===== src/hdl/stnm_pkg.sv =====
// stnm_pkg: shared types, codes and constants of the scan temporal noise mask.
// Used by every module of the block; depends on nothing.
package stnm_pkg;

   localparam int DEFAULT_MAX_BEAMS  = 1024;
   localparam int DEFAULT_RANGE_BITS = 16;
   localparam int THR_W              = 16;
   localparam int VEL_W              = 16;
   localparam int SLOT_W             = 3;
   localparam int FRAME_SLOTS        = 4;
   localparam int QUEUE_DEPTH        = 4;

   localparam logic [THR_W-1:0]  THR_RESET  = THR_W'(80);
   localparam logic [SLOT_W-1:0] SLOT_FIRST = SLOT_W'(1);
   localparam logic [SLOT_W-1:0] SLOT_LAST  = SLOT_W'(5);

   localparam logic REQ_SAMPLE = 1'b0;
   localparam logic REQ_MOTION = 1'b1;

   typedef struct packed {
      logic [SLOT_W-1:0] slot;
      logic              filter_on;
      logic              ovf;
      logic              last;
      logic              sweep;
   } stnm_flags_type;

   typedef struct packed {
      logic clear_busy;
   } stnm_front_status_type;

   typedef struct packed {
      logic sweep_busy;
      logic sweep_done;
   } stnm_back_status_type;

   localparam int FLAGS_W        = $bits(stnm_flags_type);
   localparam int DEFAULT_ITEM_W = FLAGS_W + $clog2(DEFAULT_MAX_BEAMS) + DEFAULT_RANGE_BITS;

endpackage


===== src/hdl/stnm_front.sv =====
// stnm_front: accepts transactions, tracks scan position, frame slot and filter enable.
// Depends on stnm_pkg; feeds stnm_queue and watches the mark clear sweep of stnm_back.
module stnm_front #(
   parameter int MAX_BEAMS  = stnm_pkg::DEFAULT_MAX_BEAMS,
   parameter int RANGE_BITS = stnm_pkg::DEFAULT_RANGE_BITS
) (
   input  logic                                    clock,
   input  logic                                    reset,
   input  logic                                    req_valid,
   output logic                                    req_ready,
   input  logic                                    req_type,
   input  logic [RANGE_BITS-1:0]                   req_range_mm,
   input  logic                                    req_last_beam,
   input  logic signed [stnm_pkg::VEL_W-1:0]       req_lin_x,
   input  logic signed [stnm_pkg::VEL_W-1:0]       req_lin_y,
   input  logic signed [stnm_pkg::VEL_W-1:0]       req_ang_z,
   input  logic                                    q_full,
   output logic                                    q_push,
   output stnm_pkg::stnm_flags_type                q_flags,
   output logic [$clog2(MAX_BEAMS)-1:0]            q_pos,
   output logic [RANGE_BITS-1:0]                   q_range,
   input  stnm_pkg::stnm_back_status_type          back_status,
   output stnm_pkg::stnm_front_status_type         front_status
);
   import stnm_pkg::*;

   localparam int POS_W = $clog2(MAX_BEAMS);
   localparam logic [POS_W-1:0] LAST_POS = POS_W'(MAX_BEAMS - 1);

   logic [POS_W-1:0]  pos_ff, pos_in;
   logic              ovf_ff, ovf_in;
   logic [SLOT_W-1:0] slot_ff, slot_in;
   logic              filter_ff, filter_in;
   logic              enreq_ff, enreq_in;
   logic              dirty_ff, dirty_in;
   logic              busy_ff, busy_in;
   logic              scan_start, filt_now, sweep_req, accept, motion_zero;

   assign scan_start  = (pos_ff == '0) && !ovf_ff;
   assign req_ready   = !q_full && !(busy_ff && enreq_ff && scan_start);
   assign accept      = req_valid && req_ready;
   assign q_push      = accept && (req_type == REQ_SAMPLE);
   assign filt_now    = scan_start ? enreq_ff : filter_ff;
   assign sweep_req   = scan_start && !enreq_ff && dirty_ff;
   assign motion_zero = (req_lin_x == '0) && (req_lin_y == '0) && (req_ang_z == '0);

   assign q_flags.slot      = slot_ff;
   assign q_flags.filter_on = filt_now;
   assign q_flags.ovf       = ovf_ff;
   assign q_flags.last      = req_last_beam;
   assign q_flags.sweep     = sweep_req;
   assign q_pos             = pos_ff;
   assign q_range           = req_range_mm;

   assign front_status.clear_busy = busy_ff;

   always_comb begin
      pos_in    = pos_ff;
      ovf_in    = ovf_ff;
      slot_in   = slot_ff;
      filter_in = filter_ff;
      enreq_in  = enreq_ff;
      dirty_in  = dirty_ff;
      busy_in   = busy_ff && !back_status.sweep_done;
      if (accept && (req_type == REQ_MOTION)) begin
         enreq_in = motion_zero;
      end
      if (q_push) begin
         filter_in = filt_now;
         if (sweep_req) begin
            dirty_in = 1'b0;
            busy_in  = 1'b1;
         end else if (filt_now) begin
            dirty_in = 1'b1;
         end
         if (req_last_beam) begin
            pos_in  = '0;
            ovf_in  = 1'b0;
            slot_in = (slot_ff == SLOT_LAST) ? SLOT_FIRST : slot_ff + SLOT_W'(1);
         end else if (!ovf_ff) begin
            if (pos_ff == LAST_POS) begin
               ovf_in = 1'b1;
            end else begin
               pos_in = pos_ff + POS_W'(1);
            end
         end
      end
   end

   always_ff @(posedge clock) begin
      if (reset) begin
         pos_ff    <= '0;
         ovf_ff    <= 1'b0;
         slot_ff   <= SLOT_FIRST;
         filter_ff <= 1'b0;
         enreq_ff  <= 1'b0;
         dirty_ff  <= 1'b0;
         busy_ff   <= 1'b1;
      end else begin
         pos_ff    <= pos_in;
         ovf_ff    <= ovf_in;
         slot_ff   <= slot_in;
         filter_ff <= filter_in;
         enreq_ff  <= enreq_in;
         dirty_ff  <= dirty_in;
         busy_ff   <= busy_in;
      end
   end

endmodule


===== config.mk =====
export PLATFORM = sky130hd
export DESIGN_NAME = stnm_front
export DESIGN_NICKNAME = d
export VERILOG_FILES = /design/src/hdl/stnm_pkg.sv /design/src/hdl/stnm_front.sv
export SDC_FILE = /design/constraint.sdc
export NUM_CORES = 1
export LEC_CHECK = 0
export ABC_CLOCK_PERIOD_IN_PS = 1700
export BUFFER_PORTS_ARGS = -buffer_cell sky130_fd_sc_hd__buf_2
export CAP_MARGIN = 20
export CORE_MARGIN = 3
export CORE_UTILIZATION = 25
export DETAILED_ROUTE_END_ITERATION = 8
export PLACE_DENSITY = 0.7
export SYNTH_ARGS = -nofsm -noshare
export SYNTH_HDL_FRONTEND = slang
export SYNTH_SLANG_ARGS = --single-unit

===== constraint.sdc =====
create_clock -name clock -period 1.7 [get_ports clock]
set_input_delay 0.17 -clock clock [delete_from_list [all_inputs] [get_ports clock]]
set_output_delay 0.17 -clock clock [all_outputs]
set_load 0.01 [all_outputs]

==> results.json <==
{
  "num_rows": 25,
  "dpl.hpwl_mm": 3.26,
  "swShare_pct": 25.5,
  "cap_violations": 0,
  "status": "finished with violations",
  "place.gp.congestion": 0.786,
  "preCtsSetupSlack_ps": -140,
  "holdBufCountCts": 0,
  "wl_per_cell_um": 14.0,
  "pwr-share-comb_pct": 19.3,
  "power_per_cell_area_nw_per_um2": 455,
  "nets": 316,
  "synth_area_leader_cell": "dfxtp_1",
  "max_freq_ghz": 0.546,
  "crit_fanout": 4,
  "p_seq_share_pct": 47.6,
  "clk_latency_ps": 250,
  "synth_area_um2": 1240,
  "synthTopCellsByArea": "dfxtp_1 29%, buf_4 12%, nor4_1 8.5%",
  "syn_inst": 154,
  "synth_nets": 228,
  "cp-start-kind": "flop",
  "p_int_mw": 0.678,
  "routed_via_density": 5.00,
  "layout_commonest_cell": "buf_2",
  "p_switching_mw": 0.231,
  "cts_tree": "built",
  "relSlewSlack_pct": 75.4,
  "grt_util_all_layers_pct": 14.4,
  "route.detailed.drc": 0,
  "clock-sinks": 18,
  "layout-drive-gt1-share_pct": 60.8,
  "clock_path_buffers": 2,
  "dr.pass1.iters": 4,
  "area_delta_synth_final_pct": 60.6,
  "min_path_type": "in2reg",
  "ant_nets": 0,
  "p_leak_nw": 0.887,
  "core_area_um2": 4750,
  "first_global_vias": 1536,
  "finalCriticalPeriod_ps": 1830,
  "vias": 1535,
  "async_flop_share_pct": 0,
  "ys.warnings.count": 0,
  "die_h_um": 76.6,
  "wl_mm": 4.31,
  "antenna_found_initial": 0,
  "postLayoutSetupSlackWorst_ps": -133,
  "yosys.cell_types.count": 43,
  "n_antenna_cell": 0,
  "synth-seq-cells": 18,
  "end_kind": "output pin",
  "syn_area_per_cell_um2": 8.08,
  "htree_levels": 1,
  "slew_violations": 0,
  "synth_top_area_share_pct": 28.9,
  "finalPower_mw": 0.909,
  "die_width_um": 76.6,
  "fin_skew_ps": 3.31,
  "vdd_drop_max_mv": 0.192,
  "layout_common_cells": "71 x buf_2, 29 x buf_4, 16 x nor4_1",
  "port_buffers": 74,
  "grt_start_max_net_pins": 17,
  "fillers": 489,
  "p_clk_share_pct": 33.1,
  "worstMarginPinSlew_ps": 369,
  "ys.flop_type": "dfxtp_1",
  "cts_buffers": 3,
  "die_area_um2": 5860,
  "synth_edf_count": 0,
  "finalHoldViolations": 0,
  "setup_violations": 14,
  "start_util_pct": 26.2,
  "ys_seq_area_share_pct": 28.9,
  "rsz0062_at_grt": "yes",
  "postPlaceCellArea_um2": 1670,
  "grt_pass1_wl_mm": 6.83,
  "drt_iter0_drc": 57,
  "arrival_ps": 1660,
  "violations": "negative setup slack",
  "cts_root_buffer": "clkbuf_8",
  "ios": 108,
  "fin_crit_sh_pct": 108,
  "worstSetupPathType": "reg2out",
  "clkTransAtPathRegs_ps": 70,
  "overflow": 0,
  "required_ps": 1530,
  "fin_area_um2": 2000
}
## sequential cells by signal, summed over array words and instances, names as in the netlist
name / count
front_status: 1
slot_ff: 3
q_pos: 10
ovf_ff: 1
filter_ff: 1
enreq_ff: 1
dirty_ff: 1
## synth_stat cells, types with 2 or more instances
library cell  count
a21oi_1           9
inv_1             6
o21ai_0           3
nand2_1           9
buf_4            20
nor4_1           17
buf_2             2
nor3b_1           2
mux2i_1           2
o21ai_2           4
and3_1            2
nor2_1           13
nand4b_1          2
o21ai_1           2
nand3_1           5
a32o_1            4
nand4_1           5
buf_1             2
nor3_1            2
ha_1              2
nand2b_1          2
dfxtp_1          18
## critical path: stages (launching register included)
cell     delay (ps)
dfxtp_4         360
inv_4            60
ha_4            120
nor4b_4         270
nand3_2         140
mux2_4          330
buf_6           120
## layout make-up
type | count | area, um2 | share of cell area, %
timing repair buffer | 109 | 683 | 34.2
tap | 67 | 83.8 | 4.19
inverter | 6 | 25.0 | 1.25
multi-input combinational | 104 | 800 | 40.0
sequential | 18 | 367 | 18.3
clock buffer | 3 | 41.3 | 2.07
## power groups by stage
stage / combinational (mW) / clock (mW) / sequential, mW
finish: 0.176 / 0.301 / 0.432
global route: 0.195 / 0.324 / 0.433
CTS: 0.164 / 0.312 / 0.433
detailed placement: 0.146 / 0 / 0.443
global placement: 0.144 / 0 / 0.442
floorplan: 0.0968 / 0 / 0.443
## path summary, 6_finish.rpt
kind	startpoint	endpoint	slack [ps]	cells past startpoint
min reg2reg	front_status$_SDFF_PP1_	front_status$_SDFF_PP1_	490	2
max	q_pos[0]$_SDFFE_PP0P_	q_flags[3]	-130	6
max reg2reg	q_pos[0]$_SDFFE_PP0P_	dirty_ff$_SDFFE_PP0P_	-80	9
min	back_status[0]	front_status$_SDFF_PP1_	90	2
## stage by stage
| stage | setup TNS, ps | hold slack [ps] | std cells | utilization [%] |
|---|---|---|---|---|
| floorplan | -38.2 | 256 | 154 | - |
| global placement | -377 | 340 | 287 | 35.0 |
| detailed placement | -674 | 340 | 287 | 35.0 |
| CTS | -485 | 82.6 | 305 | 39.9 |
| global route | -2780 | 98.3 | 307 | 42.1 |
| finish | -835 | 88.0 | 307 | 42.1 |
## what timing repair did
item / in CTS / in global routing
gates resized for setup: 15 / 23
pin swaps: 11 / 16
setup endpoints to repair: 15 / 21
setup buffers: 15 / 4
## metal layers
layer / vias up / wire (um) / global-route usage (%)
met5: - / 0 / 0
met3: 6 / 394 / 4.85
li1: 736 / - / -
met2: 77 / 2250 / 27.7
met1: 716 / 1620 / 14.7
met4: 0 / 47 / 3.44
## kinds of logic (layout without fill, tap and decap cells)
family | after synthesis | after routing | share of synthesized area (%)
fa+ha+maj | 2 | 2 | 2.01
buf+inv | 32 | 118 | 16.5
mux | 3 | 3 | 2.51
flops | 18 | 18 | 28.9
compound gates | 30 | 30 | 17.8
simple gates | 69 | 69 | 32.3
Note: power is estimated with default switching activity, not from simulation.
