==> src/hdl/stnm_pkg.sv <==
// stnm_pkg: shared types, codes and constants of the scan temporal noise mask.
// Used by every module of the block; depends on nothing.
package stnm_pkg;

   localparam int DEFAULT_MAX_BEAMS  = 1024;
   localparam int DEFAULT_RANGE_BITS = 16;
   localparam int THR_W              = 16;
   localparam int VEL_W              = 16;
   localparam int SLOT_W             = 3;
   localparam int FRAME_SLOTS        = 4;
   localparam int QUEUE_DEPTH        = 4;

   localparam logic [THR_W-1:0]  THR_RESET  = THR_W'(80);
   localparam logic [SLOT_W-1:0] SLOT_FIRST = SLOT_W'(1);
   localparam logic [SLOT_W-1:0] SLOT_LAST  = SLOT_W'(5);

   localparam logic REQ_SAMPLE = 1'b0;
   localparam logic REQ_MOTION = 1'b1;

   typedef struct packed {
      logic [SLOT_W-1:0] slot;
      logic              filter_on;
      logic              ovf;
      logic              last;
      logic              sweep;
   } stnm_flags_type;

   typedef struct packed {
      logic clear_busy;
   } stnm_front_status_type;

   typedef struct packed {
      logic sweep_busy;
      logic sweep_done;
   } stnm_back_status_type;

   localparam int FLAGS_W        = $bits(stnm_flags_type);
   localparam int DEFAULT_ITEM_W = FLAGS_W + $clog2(DEFAULT_MAX_BEAMS) + DEFAULT_RANGE_BITS;

endpackage

==> src/hdl/stnm_queue.sv <==
// stnm_queue: short first-in first-out queue between front and back.
// Depends on stnm_pkg for its default sizes.
module stnm_queue #(
   parameter int DATA_W = stnm_pkg::DEFAULT_ITEM_W,
   parameter int DEPTH  = stnm_pkg::QUEUE_DEPTH
) (
   input  logic              clock,
   input  logic              reset,
   input  logic              push,
   input  logic [DATA_W-1:0] wr_data,
   output logic              full,
   input  logic              pop,
   output logic              rd_valid,
   output logic [DATA_W-1:0] rd_data
);
   localparam int PTR_W = (DEPTH > 1) ? $clog2(DEPTH) : 1;
   localparam int CNT_W = $clog2(DEPTH + 1);
   localparam logic [PTR_W-1:0] LAST_PTR = PTR_W'(DEPTH - 1);
   localparam logic [CNT_W-1:0] FULL_CNT = CNT_W'(DEPTH);

   logic [DATA_W-1:0] entry_ff [DEPTH];
   logic [PTR_W-1:0]  wr_ptr_ff, wr_ptr_in, rd_ptr_ff, rd_ptr_in;
   logic [CNT_W-1:0]  count_ff, count_in;
   logic              do_push, do_pop;

   assign full     = count_ff == FULL_CNT;
   assign rd_valid = count_ff != '0;
   assign rd_data  = entry_ff[rd_ptr_ff];
   assign do_push  = push && !full;
   assign do_pop   = pop && rd_valid;

   always_comb begin
      wr_ptr_in = wr_ptr_ff;
      rd_ptr_in = rd_ptr_ff;
      count_in  = count_ff;
      if (do_push) begin
         wr_ptr_in = (wr_ptr_ff == LAST_PTR) ? '0 : wr_ptr_ff + PTR_W'(1);
      end
      if (do_pop) begin
         rd_ptr_in = (rd_ptr_ff == LAST_PTR) ? '0 : rd_ptr_ff + PTR_W'(1);
      end
      if (do_push && !do_pop) begin
         count_in = count_ff + CNT_W'(1);
      end else if (!do_push && do_pop) begin
         count_in = count_ff - CNT_W'(1);
      end
   end

   always_ff @(posedge clock) begin
      if (reset) begin
         wr_ptr_ff <= '0;
         rd_ptr_ff <= '0;
         count_ff  <= '0;
      end else begin
         wr_ptr_ff <= wr_ptr_in;
         rd_ptr_ff <= rd_ptr_in;
         count_ff  <= count_in;
      end
   end

   always_ff @(posedge clock) begin
      if (do_push) begin
         entry_ff[wr_ptr_ff] <= wr_data;
      end
   end

endmodule

==> config.mk <==
export PLATFORM = sky130hd
export DESIGN_NAME = stnm_queue
export DESIGN_NICKNAME = d
export VERILOG_FILES = /design/src/hdl/stnm_pkg.sv /design/src/hdl/stnm_queue.sv
export SDC_FILE = /design/constraint.sdc
export NUM_CORES = 1
export LEC_CHECK = 0
export BUFFER_PORTS_ARGS = -buffer_cell sky130_fd_sc_hd__buf_2
export CORE_ASPECT_RATIO = 0.8
export CORE_MARGIN = 4
export CORE_UTILIZATION = 51
export CTS_CLUSTER_SIZE = 12
export DETAILED_ROUTE_END_ITERATION = 6
export GPL_TIMING_DRIVEN = 1
export PLACE_DENSITY_LB_ADDON = 0.1
export SYNTH_ARGS = -nofsm -noshare
export SYNTH_HDL_FRONTEND = slang
export SYNTH_SLANG_ARGS = --single-unit
==> constraint.sdc <==
create_clock -name clock -period 2.2 [get_ports clock]
set_input_delay 0.22 -clock clock [delete_from_list [all_inputs] [get_ports clock]]
set_output_delay 0.22 -clock clock [all_outputs]
set_load 0.05 [all_outputs]
==> flow_summary.yaml, run 1 <==
layout:
  post-route-util_pct: 65.10
  final_common_cell: "edfxtp_1"
  antennaDiodeCount: 0
  area_delta_synth_final_pct: 22.11
  nNetsFinal: 353
  final_cell_mix: "132 x edfxtp_1, 71 x buf_2, 33 x mux4_2, 17 x clkbuf_16, 6 x clkinv_2"
  final_layout_size_suffix_gt1_share_pct: 49.07
yosys:
  syn_area_per_cell_sq_um: 23.55
  yosysUniqueCellTypes: 27
  synth_xor_area_share_pct: 0.3336
  synthesis.nets: 267
  synth_top_family_by_area: "multiplexers"
  yosys_register_bits: 141
  ys_seq_area_share_pct: 78.91
  synthAdderAreaFrac_pct: 1.811
  synth-edff-count: 132
  syn_inst: 223
  yosysWarnings: 0
  yosys.area_share.simple_pct: 1.835
  async_flop_share_pct: 0
  synthMuxAreaShare_pct: 14.53
  synth-compound-area-share_pct: 0.9531
  synth_ff_type: "edfxtp_1"
  synthesis.area_sq_mm: 0.005251
power:
  p_leak_uw: 0.002219
  ir_worst_vdd_uv: 853.4
  power_density_mw_per_mm2: 1329
timing:
  worst_pin_slew_ps: 927.1
  fmax_mhz: 469.1
  setup_viol: 0
  period_minus_slack_ps: 2132
  hold_violations: 0
  fin_ws_ps: 68.06
  whs_ps: 26.68
  rsz0062_at_grt: "no"
  clock-skew-final_ps: 8.784
  slew_headroom_pct: 38.19
  fin_crit_sh_pct: 96.91
  drv_slew: 0
  fin_tns_setup_ps: 0
route:
  drcViolationCount: 0
  routed_via_density: 5.273
  ant_nets: 0
  via_count: 2415
  drt_iter0_drc: 167
  wl_per_cell_um: 19.09
  drt-pass1-iter-count: 4
  routed_wl_um: 8745
grt:
  grt_start_max_net_pins: 34
  overflow: 0
  grt_pass1_vias: 2578
  grt_pass1_wl_um: 13820
  antenna_found_initial: 0
  grt_usage_pct: 15.54
critical_path:
  worstPathArrival_ps: 2470
  critPathLaunchType: "register"
  endpoint_kind: "register"
  crit_slowest_cell: "or3_2"
  cp_top_family: "simple AND/OR/NAND/NOR gates"
  cp.required_ps: 2540
  critPathMaxStageDelay_ps: 420
  crit_buf_inv: 2
  critPathKind: "register to register"
  cp_cell_sequence: "or3b_4, clkinv_4, nor2_4, ha_4, inv_1, fa_2, xor2_1, or3_2, a21oi_2"
  path_max_fanout: 5
clock_network:
  cts_tree: "built"
  insertion_delay_ps: 410
  clkSinkCount: 141
  cts_made_buffers: 17
  path_clk_slew_ps: 60
  h-tree-depth: 4
  root_buffer: "clkbuf_16"
  clockBufferDepth: 2
placement:
  port_buffers: 71
  pre_cts_ws_ps: 46.67
  place.detailed.hpwl_um: 5067
  place_congestion: 0.7117
status:
  outcome: "completed"
floorplan:
  ios: 72
  die_h_um: 98.76
  die_w_um: 121.5
  start_util_pct: 53.32
  rows: 32
  fp.coreArea_sq_mm: 0.009849
  dieArea_sq_mm: 0.01199
worst_hold_path:
  hp-class: "primary input to register"
job:
  drv_cap: 0
cell families (layout without fill, tap and decap cells):
family / Yosys count / in the layout
DFF: 141 / 141
muxes: 35 / 35
and+or+nand+nor: 16 / 16
adders and majority gates: 7 / 7
AOI/OAI and AO/OA: 7 / 7
buffers and inverters: 15 / 114
xor gates and xnor gates: 2 / 2
worst paths after layout:
kind,start,end,slack [ps],depth (start not counted)
worst max-delay path,count_ff[2],count_ff[2],70,9
worst min-delay path,wr_data[6],entry_ff[2][6],30,1
worst max register to register,count_ff[2],count_ff[2],70,9
worst min register to register,rd_ptr_ff[0],register,510,2
power breakdown:
part	internal, uW	switching [uW]
clock network	1760	1020
registers	3260	139
logic	773	1560
layer usage:
| metal | wire length [um] | GRT usage, % | vias to the layer above | share of wire, % |
|---|---|---|---|---|
| met4 | 121 | 5.426 | 0 | 1.4 |
| met2 | 4377 | 24.71 | 59 | 50 |
| met1 | 3814 | 20.27 | 1241 | 44 |
| li1 | - | - | 1103 | - |
| met3 | 432 | 5.278 | 12 | 4.9 |
| met5 | 0 | 0 | - | 0 |
registers in the layout, indices dropped and copies added, names as in the netlist, named ones only:
register and cells:
count_ff 3, wr_ptr_ff 2, rd_ptr_ff 2, entry_ff 132
Yosys cell counts (all sizes together), types with 3 or more instances:
| cell type | number | area [sq um] |
|---|---|---|
| and3 | 4 | 30.03 |
| buf | 9 | 57.55 |
| mux4 | 33 | 743.2 |
| dfxtp | 9 | 180.2 |
| a21oi | 3 | 15.01 |
| or3 | 3 | 21.27 |
| ha | 6 | 75.07 |
| edfxtp | 132 | 3964 |
| inv | 4 | 15.01 |
| nor2 | 4 | 17.52 |
through the flow:
stage	instance area (sq um)	instances	total power, uW
after CTS	6371	457	8561
after global placement	5788	425	5745
final	6412	458	8519
after detailed placement	5788	425	5769
after floorplan	5259	223	5234
after global routing	6412	458	8863
final cells by class:
class                           instances  area [sq um]
Timing Repair Buffer                   77         425.4
Clock inverter                         14         151.4
Multi-Input combinational cell         67          1057
Clock buffer                           18         429.2
Sequential cell                       141          4155
Tap cell                              136         170.2
Inverter                                5         23.77
Fill cell                             703          3437
repair_timing:
item / 4_1_cts / 5_1_grt
endpoints found under the setup margin: 1 / 1
pin swaps: 0 / 1
hold buffers: 0 / 0
gates resized for setup: 1 / 8
cloned: 0 / 0
setup buffers: 0 / 1
(Power assumes the default switching activity.)
==> inputs of run 2 (changes only) <==
--- a/config.mk
+++ b/config.mk
@@ -8,7 +8,7 @@
 export BUFFER_PORTS_ARGS = -buffer_cell sky130_fd_sc_hd__buf_2
 export CORE_ASPECT_RATIO = 0.8
 export CORE_MARGIN = 4
-export CORE_UTILIZATION = 51
+export CORE_UTILIZATION = 61
 export CTS_CLUSTER_SIZE = 12
 export DETAILED_ROUTE_END_ITERATION = 6
 export GPL_TIMING_DRIVEN = 1
==> constraint.sdc (replaced) <==
create_clock -name clock -period 2.65 [get_ports clock]
set_input_delay 0.265 -clock clock [delete_from_list [all_inputs] [get_ports clock]]
set_output_delay 0.265 -clock clock [all_outputs]
set_load 0.05 [all_outputs]
==> flow_summary.yaml, run 2 (same netlist as run 1, synthesis figures left out) <==
clock_network:
  cts_made_buffers: 17
  clockBufferDepth: 2
  path_clk_slew_ps: 60
  clkSinkCount: 141
  root_buffer: "clkbuf_8"
  cts_resized: 0
  cts_tree: "built"
  insertion_delay_ps: 500
  h-tree-depth: 4
worst_hold_path:
  hp-class: "primary input to register"
  hp-start: "wr_data[2]"
job:
  drv_cap: 0
placement:
  place_congestion: 0.6852
  dp_cells: 394
  pre_cts_ws_ps: 256.9
  place.detailed.hpwl_um: 5131
  port_buffers: 71
floorplan:
  start_util_pct: 64.32
  rows: 29
  fp.coreArea_sq_mm: 0.008164
  die_w_um: 111.7
  ios: 72
  dieArea_sq_mm: 0.01017
  die_h_um: 90.99
route:
  routed_wl_um: 9329
  via_count: 2594
  ant_nets: 0
  wl_per_cell_um: 20.37
  drt-pass1-iter-count: 4
  routed_via_density: 5.664
  drt_iter0_drc: 171
  drcViolationCount: 0
power:
  ir_worst_vdd_uv: 757.3
  power.internal_uw: 4661
  seqPwrFrac_pct: 40.3
  p_leak_uw: 0.002313
  power_frac_comb_pct: 27.8
  p_switching_uw: 2297
  p_clk_share_pct: 31.9
  power_density_mw_per_mm2: 1055
  switching_share_pct: 33.01
layout:
  largest_reg_flops: 132
  final_cell_mix: "132 x edfxtp_1, 71 x buf_2, 33 x mux4_2, 32 x dlygate4sd3_1, 16 x clkbuf_16"
  nNetsFinal: 381
  fill_cells: 401
  area_delta_synth_final_pct: 25.59
  regMostFlops: "entry_ff"
  layout.cells.non_filler: 458
  antennaDiodeCount: 0
  largestRegisters: "entry_ff x132, count_ff x3"
  final_layout_size_suffix_gt1_share_pct: 42.29
  final_common_cell: "edfxtp_1"
grt:
  grt_start_max_net_pins: 34
  grt_pass1_wl_um: 15010
  grt_pass1_vias: 2793
  antenna_found_initial: 0
  grt_usage_pct: 19.57
  overflow: 0
critical_path:
  worstPathArrival_ps: 2860
  critPathLaunchType: "register"
  cp-startpoint: "count_ff[0]"
  r2r_start: "count_ff[0]"
  critPathKind: "register to register"
  cp.required_ps: 3080
  path_max_fanout: 7
  endpoint_kind: "register"
timing:
  hold_violations: 0
  period_minus_slack_ps: 2430
  slew_headroom_pct: 41.27
  worst_pin_slew_ps: 880.9
  fin_ws_ps: 220.2
  rsz0062_at_grt: "no"
  fin_tns_setup_ps: 0
  drv_slew: 0
  setup_viol: 0
  fin_crit_sh_pct: 91.69
  fmax_mhz: 411.6
  clock-skew-final_ps: 6.137
status:
  outcome: "completed"
[run 2: area by class of cell]
cell class	count	area (sq um)	area share, %
clock buffers	17	414.1	6.280
clock inverters	15	150.1	2.277
inverters	5	23.77	0.3605
multi-input cells	67	1022	15.50
flip-flops and latches	141	4146	62.87
well taps	108	135.1	2.049
repair buffers	105	703.2	10.66
[run 2: layer usage]
metal / GRT usage [%] / up-vias / wire length (um)
met5: 0 / - / 0
li1: - / 1166 / -
met2: 32.78 / 85 / 4903
met4: 8.308 / 0 / 167
met3: 3.854 / 17 / 468
met1: 25.48 / 1326 / 3789
[run 2: final timing paths]
check,endpoint,slack [ps],cells past startpoint
max,count_ff[2],220,9
min,entry_ff[3][2],20,1
max reg2reg,count_ff[2],220,9
min reg2reg,register,490,2
[run 2: metrics by stage]
| stage | hold WS, ps | util [%] | area [sq um] | power [uW] |
|---|---|---|---|---|
| 2_1_floorplan | 363.9 | - | 5251 | 4340 |
| 3_3_place_gp | 476.9 | 69.95 | 5710 | 4721 |
| 3_5_place_dp | 481.2 | 69.95 | 5710 | 4756 |
| 4_1_cts | 0.4043 | 80.78 | 6595 | 7005 |
| 5_1_grt | 2.142 | 80.78 | 6595 | 7226 |
| 6_report | 24.64 | 80.78 | 6595 | 6958 |
[run 2: what timing repair did]
action                    in CTS  in global routing
setup buffers                  0                  0
hold buffers                  32                  0
hold endpoints to repair     128                  0
[run 2: critical path: stages (launching register included)]
cell	delay, ps
dfxtp_1	450
or3b_1	310
clkinv_4	80
nor2_2	150
ha_1	200
inv_1	70
fa_1	380
xor2_1	170
or3_2	410
a21oi_1	140
[run 2: power groups by stage]
stage          Sequential [uW]  Clock (uW)  Combinational [uW]
6_report                  2800        2220                1940
5_1_grt                   2820        2360                2040
4_1_cts                   2800        2240                1960
3_5_place_dp              2850           0                1910
3_3_place_gp              2830           0                1890
2_1_floorplan             2790           0                1550
